===== src/design/psev_ram.sv =====
// ----------------------------------------------------------------------------
// psev_ram
// Generic single-write, single-read RAM with registered read data.
// ----------------------------------------------------------------------------
module psev_ram #(
	parameter int WIDTH = 32,
	parameter int DEPTH = 128
) (
	input  logic                     clk,
	input  logic                     we,
	input  logic [$clog2(DEPTH)-1:0] waddr,
	input  logic [WIDTH-1:0]         wdata,
	input  logic                     re,
	input  logic [$clog2(DEPTH)-1:0] raddr,
	output logic [WIDTH-1:0]         rdata
);

	logic [WIDTH-1:0] mem [DEPTH];

	always_ff @(posedge clk) begin
		if (we) begin
			mem[waddr] <= wdata;
		end
		if (re) begin
			rdata <= mem[raddr];
		end
	end

endmodule


===== config.mk =====
export PLATFORM = sky130hd
export DESIGN_NAME = psev_ram
export DESIGN_NICKNAME = d
export VERILOG_FILES = /design/src/design/psev_ram.sv
export SDC_FILE = /design/constraint.sdc
export NUM_CORES = 2
export LEC_CHECK = 0
export BUFFER_PORTS_ARGS = -buffer_cell sky130_fd_sc_hd__buf_2
export CORE_ASPECT_RATIO = 1.5
export CORE_MARGIN = 2
export CORE_UTILIZATION = 50
export CTS_BUF_LIST = sky130_fd_sc_hd__clkbuf_16
export CTS_CLUSTER_DIAMETER = 150
export DETAILED_ROUTE_END_ITERATION = 7
export GPL_ROUTABILITY_DRIVEN = 0
export PLACE_DENSITY_LB_ADDON = 0.1
export SETUP_SLACK_MARGIN = 0.02
export SYNTH_ARGS = -nofsm -noshare
export SYNTH_HDL_FRONTEND = slang
export SYNTH_SLANG_ARGS = --single-unit

===== constraint.sdc =====
create_clock -name clk -period 3.4 [get_ports clk]
set_clock_uncertainty 0.15 [all_clocks]
set_input_delay 0.17 -clock clk [delete_from_list [all_inputs] [get_ports clk]]
set_output_delay 0.17 -clock clk [all_outputs]
set_load 0.02 [all_outputs]

==> metrics.md <==
| Metric | Value |
|---|---|
| Mapped Cells | 5,990 |
| Clock sink count | 4,128 |
| GRT Total Usage | 0.284 |
| DRC Markers | 0 |
| Async SR Flop Fraction | 0 |
| Nets@finish | about 6.7k |
| Synth-to-layout area growth | 16.0% |
| WL per Instance | ~40 microns |
| Post-CTS resize count | 0 |
| Largest net degree at the start of global routing | 129 |
| Design Area, Final | roughly 180,000 sq um |
| Die Footprint | between 300,000 and 400,000 sq um |
| Clk_lat worst skew | around 940 ps |
| DRT antenna net count | 0 |
| Core area | 312,000 sq um |
| Buffers on Ports | 80 |
| Clk slew on worst S/H paths | roughly 70 ps |
| Arr. time, crit path | 3480 ps |
| Syn avg cell area | 26.1 sq um |
| Synth area leader | edfxtp_1 |
| EDFF count, synth | 4,128 |
| Syn nets | around 6.0k |
| Iteration-0 DRC Markers | a little under 10k |
| Max Cap Viol | 0 |
| Pwr Density | between 500 and 600 nW/um^2 |
| Longest Clk Path Bufs | 4 |
| CP required | 3930 ps |
| Number of iterations in the first detailed-routing pass | 5 |
| Clock root cell | clkbuf_16 |
| Via density | 6.43 |
| H-tree levels | 5 |
| R2r startpoint | mem[53][31] |
| Hold_sp | raddr[3] |
| Hold Fails Final Rpt | 0 |
| CTS buffer count | around 380 |
| Maximum VDD drop | 0.469 mV |
| Dpl cell area | 169,000 sq um |
| Crit-path max FO | 6 |
| FF+latch count, synth | approximately 4.1k |
| Setup Total Neg Slack | 0 ps |
| CP Class | reg -> reg |
| Worst setup path startpoint | mem[53][31] |
| CTS tree | yes |
| Synth cell count leaders | edfxtp_1 (4,128), mux4_2 (1,344), clkbuf_1 (182) |
| Layout Utilization | 0.583 |
| Slew HR | 0.209 |
| Die Wd | ~460 microns |
| Initial core utilization | 0.503 |
| Top FF cell, synth | edfxtp_1 |
| First-pass GRT wire length | around 610,000 microns |
| Area contributors post-synth | edfxtp_1 (79%), mux4_2 (19%), clkbuf_1 (0.44%) |
| Tmin final | 2950 ps |
| Initial antenna violation count | 65 |
| Rows | about 250 |
| Run status | finished clean |
| # IOs | just over 80 |
| Vias in the first global route | between 70k and 80k |
| Synth Cell Area | about 160,000 sq um |
| Die Y-Extent | between 600 and 700 microns |
| Most common cell in the netlist | edfxtp_1 |
| Static Leak | approximately 0.056 uW |
| Setup bufs post-CTS | 0 |
| Layout cells sized above 1 | 0.374 |
| Sequential area share after synthesis | 0.792 |
| Fin crit share | 0.867 |
| Slew @ Worst Pin | roughly 1200 ps |
| Min-Delay Path Class | in -> reg |
| Setup repair after global routing missed its margin | false |
| Top-area cell type share of the netlist area | 0.792 |
| Crit end category | register |
| Max-slew violation count | 0 |
| Synth cell types | 16 |
| Setup Viol. Count Final | 0 |
| Total wire length | about 440,000 microns |
| Fmax | ~0.34 GHz |
| Critical Path Start Type | register |
| DP HPWL | approximately 260,000 microns |
| Post-CTS Hold Buffers | 44 |
| Grt ovf | 0 |
| Syn. warnings | 0 |
| Vias | between 70k and 80k |
-- sequential cells by signal, summed over array words and instances (netlist names) --
register / count
mem: 4096
rdata: 32
-- report_power, final --
part           internal, uW  switching, uW
logic                  2410           3610
registers             56200            189
clock network         23700          18700
total                 82400          22500
-- metal layers --
layer / global-route usage / up-vias / routed length, microns
li1: - / 27900 / -
met1: 0.374 / 40600 / 163000
met2: 0.480 / 3259 / 231000
met3: 0.0371 / 616 / 32100
met4: 0.120 / 18 / 18200
met5: 0 / - / 115
-- layout make-up --
type / instances / area (sq um)
fill: 22000 / 130000
tap: 4174 / 5220
clock inverter: 292 / 2360
multi-input combinational: 1546 / 32300
sequential: 4128 / 124000
timing repair buffer: 622 / 7760
antenna: 100 / 250
clock buffer: 390 / 9760
-- through the flow --
| stage | hold slack (ps) | instances | power, uW | worst slack (ps) |
|---|---|---|---|---|
| 3_3_place_gp | 527 | 10400 | 63500 | -289 |
| 2_1_floorplan | 119 | 5990 | 60200 | -159 |
| 6_report | 45.5 | 11300 | 105000 | 453 |
| 4_1_cts | 5.06 | 11200 | 106000 | 464 |
| 5_1_grt | 62.6 | 11200 | 108000 | 459 |
| 3_5_place_dp | 540 | 10400 | 63600 | -285 |
-- kinds of logic after synthesis --
logic type	after synthesis	synth area share
flops	4128	0.792
mux	1376	0.196
buf+inv	316	0.00837
simple gates	170	0.00445
-- placed cells by master (no fill, tap or decap), types with 8 or more instances in the layout --
master,n
buf_12,244
buf_2,40
buf_4,290
bufinv_16,39
clkbuf_16,390
clkinv_1,102
clkinv_2,59
clkinvlp_4,16
diode_2,100
dlygate4sd3_1,44
edfxtp_1,4128
inv_1,59
inv_6,12
mux2_2,32
mux4_2,1344
nand2_1,11
nand3_1,8
nor2_4,119
-- critical path, cell delays in order (launching register included) --
cell      delay [ps]
edfxtp_1         370
mux4_2           490
mux4_2           650
mux4_2           700
mux2_2           330
-- path summary, 6_finish.rpt --
path,endpoint,slack [ps],cells after the start
worst max-delay path,rdata[31],450,4
worst max register to register,rdata[31],450,4
worst min-delay path,rdata[26],50,3
worst min register to register,rdata[9],1070,4
(Power assumes the default switching activity.)
